`src/rtl/top_k_score_select_macros.svh`:
```
// Assertion macros for the top-k score selector.
// Used by tkss_ctrl and top_k_score_select; clocks on clk, resets on rst_n.
`ifndef TOP_K_SCORE_SELECT_MACROS_SVH
`define TOP_K_SCORE_SELECT_MACROS_SVH
`ifndef SYNTHESIS
// Same-cycle implication, disabled during reset.
`define TKSS_ASSERT_IMP(label, ante, cons, msg) \
    label: assert property (@(posedge clk) disable iff (!rst_n) (ante) |-> (cons)) \
        else $error(msg);
// Next-cycle implication, disabled during reset.
`define TKSS_ASSERT_NXT(label, ante, cons, msg) \
    label: assert property (@(posedge clk) disable iff (!rst_n) (ante) |=> (cons)) \
        else $error(msg);
`else
`define TKSS_ASSERT_IMP(label, ante, cons, msg)
`define TKSS_ASSERT_NXT(label, ante, cons, msg)
`endif
`endif

```
`src/rtl/tkss_ram.sv`:
```
// Simple dual-port RAM: one write port, one read port, registered read data.
// Generic; no package dependency.
module tkss_ram #(
    parameter int WIDTH = 8,
    parameter int DEPTH = 16
) (
    input  logic                     clk,
    input  logic                     we,
    input  logic [$clog2(DEPTH)-1:0] waddr,
    input  logic [WIDTH-1:0]         wdata,
    input  logic                     re,
    input  logic [$clog2(DEPTH)-1:0] raddr,
    output logic [WIDTH-1:0]         rdata
);

    logic [WIDTH-1:0] mem [DEPTH];
    logic [WIDTH-1:0] rdata_reg;

    always_ff @(posedge clk)
    begin
        if (we)
        begin
            mem[waddr] <= wdata;
        end
    end

    always_ff @(posedge clk)
    begin
        if (re)
        begin
            rdata_reg <= mem[raddr];
        end
    end

    assign rdata = rdata_reg;

endmodule

```
`config.mk`:
```
export PLATFORM = sky130hd
export DESIGN_NAME = tkss_ram
export DESIGN_NICKNAME = d
export VERILOG_FILES = /design/src/rtl/top_k_score_select_macros.svh /design/src/rtl/tkss_ram.sv
export SDC_FILE = /design/constraint.sdc
export NUM_CORES = 1
export LEC_CHECK = 0
export BUFFER_PORTS_ARGS = -buffer_cell sky130_fd_sc_hd__buf_2
export CAP_MARGIN = 20
export CORE_UTILIZATION = 45
export DETAILED_ROUTE_END_ITERATION = 7
export GPL_TIMING_DRIVEN = 0
export SLEW_MARGIN = 25
export SYNTH_ARGS = -nofsm -noshare
export SYNTH_HDL_FRONTEND = slang
export SYNTH_SLANG_ARGS = --single-unit
export TNS_END_PERCENT = 5
```
`constraint.sdc`:
```
create_clock -name clk -period 4.05 [get_ports clk]
set_clock_uncertainty 0.1 [all_clocks]
set_input_delay 0.2025 -clock clk [delete_from_list [all_inputs] [get_ports clk]]
set_output_delay 0.2025 -clock clk [all_outputs]
set_load 0.05 [all_outputs]
```
== After elaboration in Yosys (flattened, before gate mapping) ==
Memories as Yosys holds them, arrays and structs flattened. A register that Yosys moved wholly into a read port is not among the register bits.
Index checks and enable logic that the tools add are counted.

* Multiplexer cells: 2

{| class="wikitable"
|+ Operators by type and width
! cell !! count
|-
| $mux W1 || 2
|}

* Logic and storage cells: 3
* Memories: 1
* Memory bits (writable): 128
* Output and inout bits: 8
* Input bits: 19
* Flip-flop bits (word level): 0

{| class="wikitable"
|+ Memory list
! memory !! depth !! width !! rd ports !! clocked after memory_dff !! wr ports !! line !! RTL
|-
| mem || 16 || 8 || 1 || 1 || 1 || tkss_ram.sv:16 || <nowiki>logic [WIDTH-1:0] mem [DEPTH];</nowiki>
|}

== Depth between registers and ports, before layout ==
* Word-level depth: 2
* Gate-level depth with buffers: 5

== Worst setup path before layout ==
No wires, ideal clock.

* Path type: in2reg
* Start point: in waddr[2]
* End point: mem mem[0][0], enable pin
* Path buffers: 0
* Stages: 2
* Library setup time: 0.383 ns
* Data arrival time: 1.312 ns
* Slack: 2.255 ns
* Path through: or3b_2 > nor3_1

{| class="wikitable"
|+ RTL lines
! what !! line !! RTL
|-
| from (decl) || tkss_ram.sv:9 || <nowiki>input logic [$clog2(DEPTH)-1:0] waddr,</nowiki>
|-
| to (decl) || tkss_ram.sv:16 ||
|}

No word-level cell before the write port.

==> impl_results.md <==
- Effective utilization at floorplan: 47.2%
- Synth Area per Inst: 22.8 sq um
- Post-layout net count: 292
- Final HPWL DP: 6010 microns
- Worst Slack Setup Final: 2340 ps
- Starting DRC count in detailed routing: 148
- Routed Antenna Nets: 0
- Via Count: 2390
- Routed len/inst: 22.5 microns
- Run status: finished, final reports clean
- Core area: 11100 sq um
- Asr flop ratio synth: 0%
- Share of cells above drive strength 1: 31.1%
- Setup slack at placement: 2020 ps
- Congestion Overflow GR: 0
- Worst Tran Pin Value: 856 ps
- Clk buf depth: 2
- Clock-pin slew of the registers on the worst-case setup and hold paths: 60 ps
- Mapped Cells: 229
- Worst-Skew Late Latency: 410 ps
- Post-Route WL: 9570 microns
- # clock sinks: 136
- DR pass1 iterations: 4
- Fmax: 0.585 GHz
- Mapped Area: 5230 sq um
- Synth area leaders: edfxtp_1, mux4_2, mux4_1
- CP Data Required Time: 4110 ps
- Most frequent cell after synthesis: edfxtp_1
- Net Count, Synth: 248
- Cts repair resizes: 0
- Setup crit end kind: flop
- Largest register FFs: 128
- Remaining routing DRC violations: 0
- Initial antenna violation count: 0
- I/O Buffers: 25
- Worst EP arrival: 1770 ps
- Syn. warnings: 0
- Post CTS Setup Buffer Count: 0
- Final max-slew violation count: 0
- Final period util: 42.2%
- Pwr Density: 539 nW/um^2
- Routed vias/inst: 5.61
- Synth cell count leaders: edfxtp_1, mux4_2, a22oi_1
- Io pins: 27
- Post-synth top flop: edfxtp_1
- Root Driver: clkbuf_16
- Register area share after synthesis: 78.1%
- Min cycle time layout: 1710 ps
- Leak pwr: 0.00204 uW
- CTS tree: done
- Max Cap Viol: 0
- Area grow syn2layout: 17.7%
- WS Path Type: flop to flop
- Site Rows: 38
- Vias in the first global route: 2430
- Share of the synthesized area in the top cell type: 78.1%
- Slew headroom: 42.8%
- Biggest area consumer among synthesized cells: edfxtp_1
- Die Ht: 110 microns
- Hold Crit Class: input port to flop
- Post-synth EDFFs: 136
- Endpoints failing hold: 0
- First-pass GRT wire length: 14500 microns
- Worst setup SP type: flop
- Synthesized flop and latch total: 136
- Gr usage total: 18.1%
- Hold Buf Count CTS: 0
- Pin count of the biggest net entering global routing: 17
- H-tree Lvls: 4
- Die area: 12100 sq um
- Worst IR drop on VDD: 265 uV
- RePlAce Congestion: 0.674
- Setup TNS: 0 ps
- CP Max Fanout: 1
- Setup violators final: 0
- Cell variety after synth: 18
- WHS: 44.9 ps
- CTS buffer count: 17
- Ant diodes: 0
- Die X: 110 microns
- Unrepaired setup endpoints after global routing: false
[report_power, final]
group / internal (uW) / switching, uW
Clock: 972 / 577
Sequential: 1590 / 6.18
Combinational: 61.3 / 110
[through the flow]
| step | instances | power (uW) | instance area [sq um] | utilization (%) |
|---|---|---|---|---|
| after floorplan | 229 | 1730 | 5230 | - |
| after global placement | 394 | 1790 | 5530 | 49.9 |
| after global routing | 426 | 3400 | 6150 | 55.5 |
| after CTS | 426 | 3330 | 6150 | 55.5 |
| final | 426 | 3310 | 6150 | 55.5 |
| after detailed placement | 394 | 1800 | 5550 | 50.1 |
[layout make-up]
type	count	area, sq um
sequential	136	4080
tap	140	175
clock buffer	18	429
buffer	10	86.3
fill	836	4930
timing repair buffer	25	125
multi-input combinational	83	1080
clock inverter	14	174
[placed cells by master, fill, tap and decap left out, drive strengths merged]
cell type      instances
nor2b                  1
a22oi                 16
buf                   32
nand3b                 2
nand3                  1
mux4                  32
clkdlybuf4s25          3
nand2                  9
or3b                   1
nor2                  13
nor3                   4
edfxtp               136
nand2b                 2
bufinv                 3
inv                    3
clkinvlp               4
and2b                  1
clkinv                 4
clkbuf                18
and2                   1
[routing by layer]
metal,routed length (microns),up-vias,track usage (%)
met1,4360,1232,25.9
met3,516,13,4.92
met5,0,-,0
met2,4500,75,26.3
met4,187,0,7.81
li1,-,1070,-
[worst max-delay path, stage by stage, from the launching register on]
cell	delay, ps
edfxtp_1	370
mux4_1	560
a22oi_1	340
nand2_1	90
[worst paths after layout]
check                                from       end  slack (ps)  cells after the start
worst min register to register  mem[8][3]  rdata[3]         660                      3
worst min-delay path                   re  rdata[3]          40                      1
worst max-delay path            mem[6][0]  rdata[0]        2340                      3
worst max register to register  mem[6][0]  rdata[0]        2340                      3
[kinds of logic (layout without fill, tap and decap cells)]
kind of cell | after synthesis | in the layout | share of synthesized area (%)
AOI/OAI and AO/OA | 16 | 16 | 2.30
buffers and inverters | 10 | 67 | 1.65
muxes | 32 | 32 | 14.8
DFF | 136 | 136 | 78.1
and+or+nand+nor | 35 | 35 | 3.14
Power figures use the tool's default switching activity.
