==> src/rtl/top_k_score_select_macros.svh <==
// Assertion macros for the top-k score selector.
// Used by tkss_ctrl and top_k_score_select; clocks on clk, resets on rst_n.
`ifndef TOP_K_SCORE_SELECT_MACROS_SVH
`define TOP_K_SCORE_SELECT_MACROS_SVH
`ifndef SYNTHESIS
// Same-cycle implication, disabled during reset.
`define TKSS_ASSERT_IMP(label, ante, cons, msg) \
    label: assert property (@(posedge clk) disable iff (!rst_n) (ante) |-> (cons)) \
        else $error(msg);
// Next-cycle implication, disabled during reset.
`define TKSS_ASSERT_NXT(label, ante, cons, msg) \
    label: assert property (@(posedge clk) disable iff (!rst_n) (ante) |=> (cons)) \
        else $error(msg);
`else
`define TKSS_ASSERT_IMP(label, ante, cons, msg)
`define TKSS_ASSERT_NXT(label, ante, cons, msg)
`endif
`endif

==> src/rtl/tkss_pkg.sv <==
// Shared constants, types and sequencer states of the top-k score selector.
// No dependencies; imported by tkss_ctrl, top_k_score_select and the testbench.
package tkss_pkg;

    localparam int MAX_ITEMS = 512;
    localparam int TOP_COUNT = 5;

    localparam int SW    = 32;                      // score width
    localparam int IDX_W = 9;                       // item_index port width
    localparam int AW    = $clog2(MAX_ITEMS);       // store address width
    localparam int CW    = $clog2(MAX_ITEMS + 1);   // fill count width
    localparam int PSW   = CW + 1;                  // signed scan pointer width

    localparam logic [CW-1:0]         TOP_CW   = CW'(TOP_COUNT);
    localparam logic [CW-1:0]         FULL_CW  = CW'(MAX_ITEMS);
    localparam logic signed [PSW-1:0] ZERO_POS = '0;
    localparam logic signed [PSW-1:0] ONE_POS  = PSW'(1);
    localparam logic signed [PSW-1:0] K_POS    = PSW'(TOP_COUNT - 1);

    typedef struct packed {
        logic signed [SW-1:0] score;
        logic [AW-1:0]        pos;
    } entry_t;

    localparam int EW = $bits(entry_t);

    typedef struct packed {
        logic          rd_en;
        logic [AW-1:0] rd_addr;
        logic          wr_en;
        logic [AW-1:0] wr_addr;
        entry_t        wr_data;
    } mem_req_t;

    typedef struct packed {
        logic   valid;
        logic   last;
        entry_t data;
    } emit_t;

    typedef enum logic [3:0] {
        SEL_IDLE,
        SEL_ROUND,
        SEL_PIVOT,
        SEL_RDI,
        SEL_SCANI,
        SEL_SCANJ,
        SEL_SWAP,
        SEL_ERD,
        SEL_EOUT
    } sel_state_t;

endpackage

==> src/rtl/tkss_ctrl.sv <==
// Selection sequencer: Hoare quickselect walk over the score RAM, then emit.
// Depends on tkss_pkg and top_k_score_select_macros.svh.
`include "top_k_score_select_macros.svh"
module tkss_ctrl import tkss_pkg::*; (
    input  logic          clk,
    input  logic          rst_n,
    input  logic          go,
    input  logic [CW-1:0] count,
    input  entry_t        rd_data,
    output mem_req_t      req,
    output emit_t         emit,
    output logic          active
);

    sel_state_t state_reg, state_next;
    logic [CW-1:0]         n_reg, n_next;
    logic [CW-1:0]         r_reg, r_next;
    logic signed [PSW-1:0] left_reg, left_next;
    logic signed [PSW-1:0] right_reg, right_next;
    logic signed [PSW-1:0] i_reg, i_next;
    logic signed [PSW-1:0] j_reg, j_next;
    logic signed [SW-1:0]  pivot_reg, pivot_next;
    entry_t                a_reg, a_next;

    logic signed [PSW-1:0] n_pos, nm1, i_inc, j_dec;
    logic [CW-1:0]         emit_cnt;
    logic                  emit_last;

    assign n_pos     = $signed({1'b0, n_reg});
    assign nm1       = n_pos - ONE_POS;
    assign i_inc     = i_reg + ONE_POS;
    assign j_dec     = j_reg - ONE_POS;
    assign emit_cnt  = (n_reg < TOP_CW) ? n_reg : TOP_CW;
    assign emit_last = (r_reg == emit_cnt - CW'(1));

    always_ff @(posedge clk or negedge rst_n)
    begin
        if (!rst_n)
        begin
            state_reg <= SEL_IDLE;
        end
        else
        begin
            state_reg <= state_next;
        end
    end

    always_ff @(posedge clk)
    begin
        n_reg     <= n_next;
        r_reg     <= r_next;
        left_reg  <= left_next;
        right_reg <= right_next;
        i_reg     <= i_next;
        j_reg     <= j_next;
        pivot_reg <= pivot_next;
        a_reg     <= a_next;
    end

    always_comb
    begin
        state_next = state_reg;
        n_next     = n_reg;
        r_next     = r_reg;
        left_next  = left_reg;
        right_next = right_reg;
        i_next     = i_reg;
        j_next     = j_reg;
        pivot_next = pivot_reg;
        a_next     = a_reg;
        req        = '0;
        emit       = '0;
        active     = 1'b1;

        case (state_reg)
            SEL_IDLE:
            begin
                active = 1'b0;
                if (go)
                begin
                    n_next     = count;
                    r_next     = '0;
                    left_next  = ZERO_POS;
                    right_next = $signed({1'b0, count}) - ONE_POS;
                    // small sets skip selection and go out in arrival order
                    state_next = (count < TOP_CW) ? SEL_ERD : SEL_ROUND;
                end
            end
            SEL_ROUND:
            begin
                if (left_reg < right_reg)
                begin
                    req.rd_en   = 1'b1;
                    req.rd_addr = K_POS[AW-1:0];
                    state_next  = SEL_PIVOT;
                end
                else
                begin
                    r_next     = '0;
                    state_next = SEL_ERD;
                end
            end
            SEL_PIVOT:
            begin
                pivot_next = rd_data.score;
                i_next     = left_reg;
                j_next     = right_reg;
                state_next = SEL_RDI;
            end
            SEL_RDI:
            begin
                req.rd_en   = 1'b1;
                req.rd_addr = i_reg[AW-1:0];
                state_next  = SEL_SCANI;
            end
            SEL_SCANI:
            begin
                req.rd_en = 1'b1;
                if (i_reg < nm1 && rd_data.score > pivot_reg)
                begin
                    i_next      = i_inc;
                    req.rd_addr = i_inc[AW-1:0];
                end
                else
                begin
                    // hold left entry, start the right scan
                    a_next      = rd_data;
                    req.rd_addr = j_reg[AW-1:0];
                    state_next  = SEL_SCANJ;
                end
            end
            SEL_SCANJ:
            begin
                if (j_reg > ZERO_POS && rd_data.score < pivot_reg)
                begin
                    j_next      = j_dec;
                    req.rd_en   = 1'b1;
                    req.rd_addr = j_dec[AW-1:0];
                end
                else if (i_reg >= j_reg)
                begin
                    // partition done: narrow the window around position k
                    if (i_reg <= K_POS)
                    begin
                        left_next = j_reg + ONE_POS;
                    end
                    if (K_POS <= j_reg)
                    begin
                        right_next = i_reg - ONE_POS;
                    end
                    state_next = SEL_ROUND;
                end
                else
                begin
                    req.wr_en   = 1'b1;
                    req.wr_addr = i_reg[AW-1:0];
                    req.wr_data = rd_data;
                    state_next  = SEL_SWAP;
                end
            end
            SEL_SWAP:
            begin
                req.wr_en   = 1'b1;
                req.wr_addr = j_reg[AW-1:0];
                req.wr_data = a_reg;
                i_next      = i_inc;
                j_next      = j_dec;
                state_next  = SEL_RDI;
            end
            SEL_ERD:
            begin
                req.rd_en   = 1'b1;
                req.rd_addr = r_reg[AW-1:0];
                state_next  = SEL_EOUT;
            end
            SEL_EOUT:
            begin
                emit.valid = 1'b1;
                emit.last  = emit_last;
                emit.data  = rd_data;
                if (emit_last)
                begin
                    state_next = SEL_IDLE;
                end
                else
                begin
                    r_next     = r_reg + CW'(1);
                    state_next = SEL_ERD;
                end
            end
            default:
            begin
                state_next = SEL_IDLE;
            end
        endcase
    end

    `TKSS_ASSERT_IMP(a_no_rw_clash, req.rd_en && req.wr_en, req.rd_addr != req.wr_addr,
        "read and write hit the same entry in one cycle")
    `TKSS_ASSERT_IMP(a_go_idle, go, state_reg == SEL_IDLE,
        "new set closed while selection still running")
    `TKSS_ASSERT_IMP(a_i_range, state_reg == SEL_SCANI, i_reg >= ZERO_POS && i_reg < n_pos,
        "left scan pointer left the loaded range")
    `TKSS_ASSERT_IMP(a_j_range, state_reg == SEL_SCANJ, j_reg >= ZERO_POS && j_reg < n_pos,
        "right scan pointer left the loaded range")

endmodule

==> config.mk <==
export PLATFORM = sky130hd
export DESIGN_NAME = tkss_ctrl
export DESIGN_NICKNAME = d
export VERILOG_FILES = /design/src/rtl/tkss_pkg.sv /design/src/rtl/tkss_ctrl.sv
export VERILOG_INCLUDE_DIRS = /design/src /design/src/rtl
export SDC_FILE = /design/constraint.sdc
export NUM_CORES = 1
export LEC_CHECK = 0
export CELL_PAD_IN_SITES_DETAIL_PLACEMENT = 0
export CELL_PAD_IN_SITES_GLOBAL_PLACEMENT = 1
export CORE_AREA = 2 2 177 179
export CTS_CLUSTER_SIZE = 12
export DETAILED_ROUTE_END_ITERATION = 8
export DIE_AREA = 0 0 179 181
export DONT_BUFFER_PORTS = 1
export PLACE_DENSITY = 0.51
export SETUP_SLACK_MARGIN = 0.05
export SYNTH_ARGS = -nofsm -noshare
export SYNTH_HDL_FRONTEND = slang
export SYNTH_SLANG_ARGS = --single-unit
==> constraint.sdc <==
create_clock -name clk -period 7.5 [get_ports clk]
set_clock_uncertainty 0.1 [all_clocks]
set_input_delay 0.375 -clock clk [delete_from_list [all_inputs] [get_ports clk]]
set_output_delay 0.375 -clock clk [all_outputs]
set_load 0.01 [all_outputs]
---- Yosys cells after proc, flatten, opt, wreduce, memory -nomap -nowiden ----
Cells that the tools add are included.
W data, S select, Z words.
storage, ports and cells
  bits in registers ....................... 141
  bits in latches ......................... 0
  memory bits (writable) .................. 0
  ROM bits ................................ 0
  input bits .............................. 54
  output and inout port bits .............. 105
  logic and storage cells ................. 100
  memories ................................ 0
operators by class
  add/subtract/negate cells ............... 8
  $mul .................................... 0
  divide/modulo/power cells ............... 0
  magnitude comparators ................... 10
  equal/unequal tests ..................... 19
  shift-type cells ........................ 0
  muxes and demuxes ....................... 36
  bitwise gates (word level) .............. 1
  reductions and logical operators ........ 16
operators with widths
  operator                 count
  $mux W11                 10
  $mux W51                 2
  $pmux W51 S2             1
  $pmux W11 S3             2
  $mux W10                 6
  $pmux W10 S5             1
  $pmux W11 S2             2
  $mux W43                 1
  $gt A32 B32 Y1           1
  $lt A32 B32 Y1           1
  $pmux W4 S8              1
  $pmux W10 S3             1
  $add A11 B2 Y11 const B  2
  $lt A11 B11 Y1           2
  $sub A10 B1 Y11 const B  2
  $sub A11 B2 Y11 const B  2
  $lt A10 B3 Y1 const B    2
  $ne A2 B2 Y1 const B     10
  $eq A4 B3 Y1 const B     4
  $mux W3                  4
  $mux W4                  3
  $ge A11 B11 Y1           1
  $gt A11 B1 Y1 const B    1
  $le A11 B4 Y1 const B    1
  19 further kinds         27

---- Longest topological paths before layout ----
Gate-level depths: netlist of the first run.
  depth in word-level cells ............... 6
  depth in mapped cells ................... 15
  depth with buffers taken out ............ 14

---- Worst setup path before layout of the first run ----
No wires, ideal clock.
  kind .................................... reg2out
  from .................................... register n_reg[4]
  to ...................................... output req[52] (netlist bit)
  arrival time ............................ 4544 ps
  data required time ...................... 7025 ps
  path slack .............................. 2481 ps
  cell stages (with the launch flop) ...... 15
  buffers on the path ..................... 1
  cell sequence ........................... edfxtp_1 -> nor4_1 -> nand2_1 -> or3_1 -> xor2_1 -> ha_1 -> a21o_1 -> a211oi_1 -> mux2_2 -> o211a_1 -> o211ai_4 -> and2_0 -> clkbuf_1 -> a222oi_1 -> o221ai_1
RTL lines
  element                 RTL line         RTL
  from (decl)             tkss_ctrl.sv:16  logic [CW-1:0] n_reg, n_next;
  from (signal assigned)  tkss_ctrl.sv:50  n_reg <= n_next;
  to (decl)               tkss_ctrl.sv:10  output mem_req_t req,

==> impl_metrics.csv, run 1 <==
group,metric,value,unit
outcome,status,"finished clean",
cts,cts_root_buffer,"clkbuf_16",
timing,hold-worst-slack,0.04937,ns
grt,track_usage,0.1867,
cts,clkTransAtPathRegs,0.07,ns
synthesis,synth_edf_count,137,
timing,rsz0062_at_grt,"false",
floorplan,start_util,0.2959,
synthesis,synth_cells,877,
cts,post_cts_hold_buffer_count,52,
pwr,powerDensity,357.6,nW/um2
timing,clock.fmax,0.1947,GHz
cells_and_area,largest_reg_flops,41,
cts,cts_buffers,17,
route,ant_nets,0,
synthesis,synth_area_leaders,"edfxtp_1 (46%), ha_1 (10%), a22o_1 (4.9%)",
synthesis,netlist_area,8981,um2
route,firstDrtPassIters,7,
cells_and_area,postLayoutCoreUtil,0.3467,
cts,post_cts_resized,0,
cts,clk_latency,0.44,ns
synthesis,synthArstFlopShare,0.02837,
pwr,power_leakage,4.114,nW
grt,grt_first_pass_wirelength,44.70,mm
cts,clock-sinks,141,
synthesis,yosysTopAreaCellShare,0.4581,
cts,cts_tree,"built",
worst_setup_path,r2r_cells,12,
pwr,peakVddDrop,0.0001835,V
timing,final.period_utilization,0.6849,
worst_setup_path,end_kind,"primary output",
synthesis,synth-seq-cells,141,
min_path,holdCritPathClass,"in2reg",
synthesis,synth_warnings,0,
synthesis,synth.largest_area_cell,"edfxtp_1",
timing,worstMarginPinSlew,0.9170,ns
floorplan,rows,64,
cells_and_area,drive_above_1_share,0.07243,
synthesis,ys_types,63,
cts,cts_buffer_depth,2,
pwr,p_total,3.762,mW
timing,setup_tns,0,ns
worst_setup_path,cpPeakStageDelay,0.83,ns
grt,gr-total-overflow,0,
route,routed_wl,29.34,mm
cts,htree_levels,4,
cts,cts_setup_buffers,0,
timing,slew_viol_final,0,
worst_setup_path,required,7.03,ns
route,vias,6892,
worst_setup_path,crit_type,"reg2out",
grt,grt_pass1_vias,6895,
worst_setup_path,worstPathArrival,4.66,ns
route,via_per_inst,5.213,
floorplan,core_area,30350,um2
worst_setup_path,crit_fanout,10,
place,io_buffers,0,
floorplan,ioPinCount,159,
synthesis,synth.net_count,1003,
grt,grt_start_max_net_pins,56,
route,drc,0,
cells_and_area,area_growth,17.15,%
cells_and_area,nets,1038,
worst_setup_path,crit_chain,"nor4_1 > nand2_1 > or3_1 > xor2_1 > ha_1 > a21o_1 > a211oi_1 > mux2_2 > o211a_1 > o211ai_4 > and2_2 > a222oi_1 > o221ai_1",
synthesis,seq_area_frac_synth,0.4692,
floorplan,dieHeight,181,um
worst_setup_path,cp-start-kind,"flip-flop",
place,dp_hpwl,20.59,mm
run,max-cap-violations,0,
synthesis,syn_area_per_cell,10.24,um2
route,wl_per_cell,22.20,um
floorplan,dieArea,32400,um2
timing,finalCriticalPeriod,5.137,ns
timing,finalHoldViolCount,0,
timing,setup_violations,0,
worst_setup_path,cp_slowest_cell,"nor4_1",
route,drt_iter0_markers,400,
synthesis,synth_flop_cell,"edfxtp_1",
min_path,hold_depth,1,
place,place_congestion,0.7959,
grt,antenna_found_initial,1,
timing,relSlewSlack,0.3830,
floorplan,dieWidth,179,um
[final timing paths]
kind / from / endpoint / slack [ns]
setup / recovery: n_reg[4]$_DFFE_PP_ / req[59] / 2.36
hold / removal: count[0] / right_reg[0]$_DFFE_PP_ / 0.05
setup reg to reg: n_reg[4]$_DFFE_PP_ / a_reg[38]$_DFFE_PP_ / 3.16
hold reg to reg: left_reg[0]$_SDFFCE_PN0P_ / i_reg[0]$_DFFE_PP_ / 0.46
max in group asynchronous: rst_n / state_reg[3]$_DFFE_PN0P_ / 6.97
min in group asynchronous: rst_n / state_reg[0]$_DFFE_PN0P_ / 0.14
[final cells by class]
cell class / instances / area, um2
well taps: 396 / 495.5
repair buffers: 67 / 633.1
clock buffers: 18 / 429.2
clock inverters: 14 / 155.1
multi-input cells: 612 / 4318
flip-flops and latches: 141 / 4214
fillers: 3073 / 19830
diodes: 1 / 2.502
inverters: 73 / 274.0
[kinds of logic (layout without fill, tap and decap cells)]
family	Yosys count	count (layout)	share of synthesized area
flops	141	141	0.4692
xor+xnor	50	50	0.04876
other cells	0	1	0
mux	8	8	0.009195
compound gates	196	196	0.1556
fa+ha+maj	72	72	0.1003
buf+inv	124	172	0.05294
simple gates	286	286	0.1640
[Yosys cell counts (all sizes together), types with 6 or more instances]
cell type,instances
a211oi,8
a21o,10
a21oi,41
a22o,50
a31oi,7
and3,43
buf,8
clkbuf,43
edfxtp,137
ha,72
inv,72
mux2i,6
nand2,63
nand2b,6
nand3,21
nand4,21
nor2,59
nor3,21
nor4,14
o21ai,41
o221ai,6
or3,13
or4,6
xnor2,29
xor2,21
[stage by stage]
step                      instances  setup slack, ns  instance area [um2]
after global routing           1322            2.103                10520
after floorplan                 877            2.481                 8981
final                          1322            2.363                10520
after CTS                      1321            2.360                10520
after detailed placement       1237            2.867                 9414
after global placement         1237            2.949                 9414
[metal layers]
metal / global-route usage / share of wire / up-vias
li1: - / - / 3342
met1: 0.2592 / 0.47 / 3360
met4: 0.04780 / 0.015 / 0
met2: 0.2943 / 0.47 / 167
met5: 0 / 0 / -
met3: 0.03956 / 0.045 / 23
[where the power goes]
part / switching (mW) / leakage [nW] / internal, mW / total, mW
Sequential: 0.271 / 1.32 / 1.18 / 1.45
Combinational: 0.947 / 2.52 / 0.501 / 1.45
Clock: 0.392 / 0.277 / 0.471 / 0.863
Total: 1.61 / 4.11 / 2.15 / 3.76
[cell usage in the layout, fill, tap and decap left out, types with 19 or more instances in the layout]
master,netlist,routed
nor2_1,59,58
xnor2_1,29,29
nand2_1,63,63
nand3_1,21,21
edfxtp_1,137,137
ha_1,72,72
xor2_1,21,21
inv_1,71,71
nor3_1,21,19
nand4_1,21,21
a22o_1,50,50
and3_1,43,43
o21ai_0,40,40
a21oi_1,41,41
dlygate4sd3_1,0,52
[worst max-delay path, delay by kind of cell, from the launching register on]
kind            cells  cell delay (ns)
xor+xnor            1             0.15
compound gates      6             1.47
flops               1             0.45
simple gates        4             1.67
fa+ha+maj           1             0.29
mux                 1             0.18
Power figures use the tool's default switching activity.
==> run 2: changes to the inputs <==
Clock period 7.5 ns to 5.3 ns, I/O delays scaled along.
==> impl_metrics.csv, run 2 (synthesis gave the netlist of run 1 again) <==
group,metric,value,unit
worst_setup_path,crit_fanout,42,
cts,cts_tree,"built",
route,via_per_inst,5.196,
cells_and_area,nets,1039,
floorplan,dieArea,32400,um2
floorplan,ioPinCount,159,
cts,htree_levels,4,
timing,clock.fmax,0.2189,GHz
route,drc,0,
route,ant_nets,0,
floorplan,core_area,30350,um2
grt,antenna_found_initial,0,
cts,clkTransAtPathRegs,0.07,ns
cts,post_cts_hold_buffer_count,52,
timing,setup_tns,0,ns
pwr,peakVddDrop,0.0002328,V
outcome,status,"finished clean",
floorplan,dieHeight,181,um
cells_and_area,final_cells,1322,
floorplan,rows,64,
timing,finalCriticalPeriod,4.569,ns
route,wl_per_cell,22.11,um
worst_setup_path,end_kind,"primary output",
cells_and_area,fill_cells,3074,
pwr,power_leakage,4.135,nW
cts,cts_buffers,17,
cts,post_cts_resized,0,
pwr,powerDensity,507.5,nW/um2
grt,gr-total-overflow,0,
grt,grt_first_pass_wirelength,44.04,mm
cells_and_area,diodes,0,
grt,grt_util_met3,0.03598,
grt,use_met1,0.2547,
worst_setup_path,required,4.93,ns
grt,grt-busiest-layer,"met2",
timing,setup_violations,0,
timing,worstMarginPinSlew,0.7313,ns
cts,cts_root_buffer,"clkbuf_16",
grt,track_usage,0.1838,
place,placedCellCount,1238,
route,vias,6869,
cells_and_area,drive_above_1_share,0.07343,
cells_and_area,mostFrequentLayoutCells,"edfxtp_1 (137), ha_1 (72), inv_1 (71), nand2_1 (63), nor2_1 (58)",
run,max-cap-violations,0,
cts,clock-sinks,141,
min_path,holdCritPathClass,"in2async",
place,dp_hpwl,20.70,mm
route,drt_iter0_markers,503,
cells_and_area,largest_reg_flops,41,
route,firstDrtPassIters,5,
grt,grt_pass1_vias,6804,
place,io_buffers,0,
pwr,p_total,5.355,mW
worst_setup_path,worstPathArrival,4.20,ns
grt,grt_use_met2,0.2909,
timing,final.period_utilization,0.8621,
timing,slew_viol_final,0,
cts,cts_setup_buffers,0,
cts,cts_buffer_depth,2,
worst_setup_path,crit_type,"reg2out",
floorplan,dieWidth,179,um
timing,finalHoldViolCount,0,
timing,relSlewSlack,0.5080,
cts,clk_latency,0.44,ns
cells_and_area,layout_commonest_cell,"edfxtp_1",
worst_setup_path,cp-start-kind,"flip-flop",
floorplan,start_util,0.2959,
cells_and_area,area_growth,17.48,%
place,place_congestion,0.7779,
grt,grt_start_max_net_pins,57,
route,routed_wl,29.22,mm
timing,rsz0062_at_grt,"false",
-- run 2: worst paths after layout --
check,start,cells past startpoint,end,slack [ns]
worst max-delay path,n_reg[4]$_DFFE_PP_,14,req[51],0.73
worst min-delay path,rst_n,1,state_reg[0]$_DFFE_PN0P_,0.03
worst max register to register,n_reg[4]$_DFFE_PP_,13,a_reg[38]$_DFFE_PP_,1.42
worst min register to register,left_reg[0]$_SDFFCE_PN0P_,2,i_reg[0]$_DFFE_PP_,0.45
max in group asynchronous,rst_n,1,state_reg[1]$_DFFE_PN0P_,4.88
min in group clk,count[8],2,right_reg[8]$_DFFE_PP_,0.04
-- run 2: cell type report --
class	count	area, um2	area share
Clock buffer	17	425.4	0.04032
Clock inverter	15	183.9	0.01743
Inverter	73	274.0	0.02597
Multi-Input combinational cell	612	4318	0.4092
Sequential cell	141	4214	0.3994
Tap cell	396	495.5	0.04696
Timing Repair Buffer	68	640.6	0.06071
-- run 2: routing by layer --
layer / vias to the layer above / routed length (um)
met1: 3337 / 13520
met5: - / 0
met3: 25 / 1372
met2: 166 / 13770
met4: 0 / 564
li1: 3341 / -
-- run 2: per-stage QoR --
stage / util / hold WS (ns) / setup slack, ns / area, um2
3_5_place_dp: 0.3104 / -0.1301 / 1.112 / 9422
6_report: 0.3477 / 0.03103 / 0.7309 / 10550
5_1_grt: 0.3477 / 0.02622 / 0.3591 / 10550
4_1_cts: 0.3477 / 0.02049 / 0.6599 / 10550
3_3_place_gp: 0.3104 / -0.1301 / 1.146 / 9422
2_1_floorplan: - / -0.1306 / 0.3913 / 8981
-- run 2: report_power, final --
part	leakage, nW	total [mW]	switching [mW]	internal (mW)
combinational	2.52	2.04	1.33	0.710
clock	0.292	1.25	0.541	0.712
sequential	1.32	2.06	0.389	1.67
total	4.13	5.36	2.26	3.09
-- run 2: critical path: stages (launching register included) --
cell and delay (ns):
edfxtp_1 0.44, nor4_1 0.30, buf_4 0.19, nand2_1 0.08, or3_1 0.33, xor2_1 0.15
ha_1 0.30, a21o_1 0.19, a211oi_1 0.21, mux2_2 0.18, o211a_1 0.18, o211ai_4 0.18
and2_2 0.30, buf_4 0.30, a211o_1 0.45
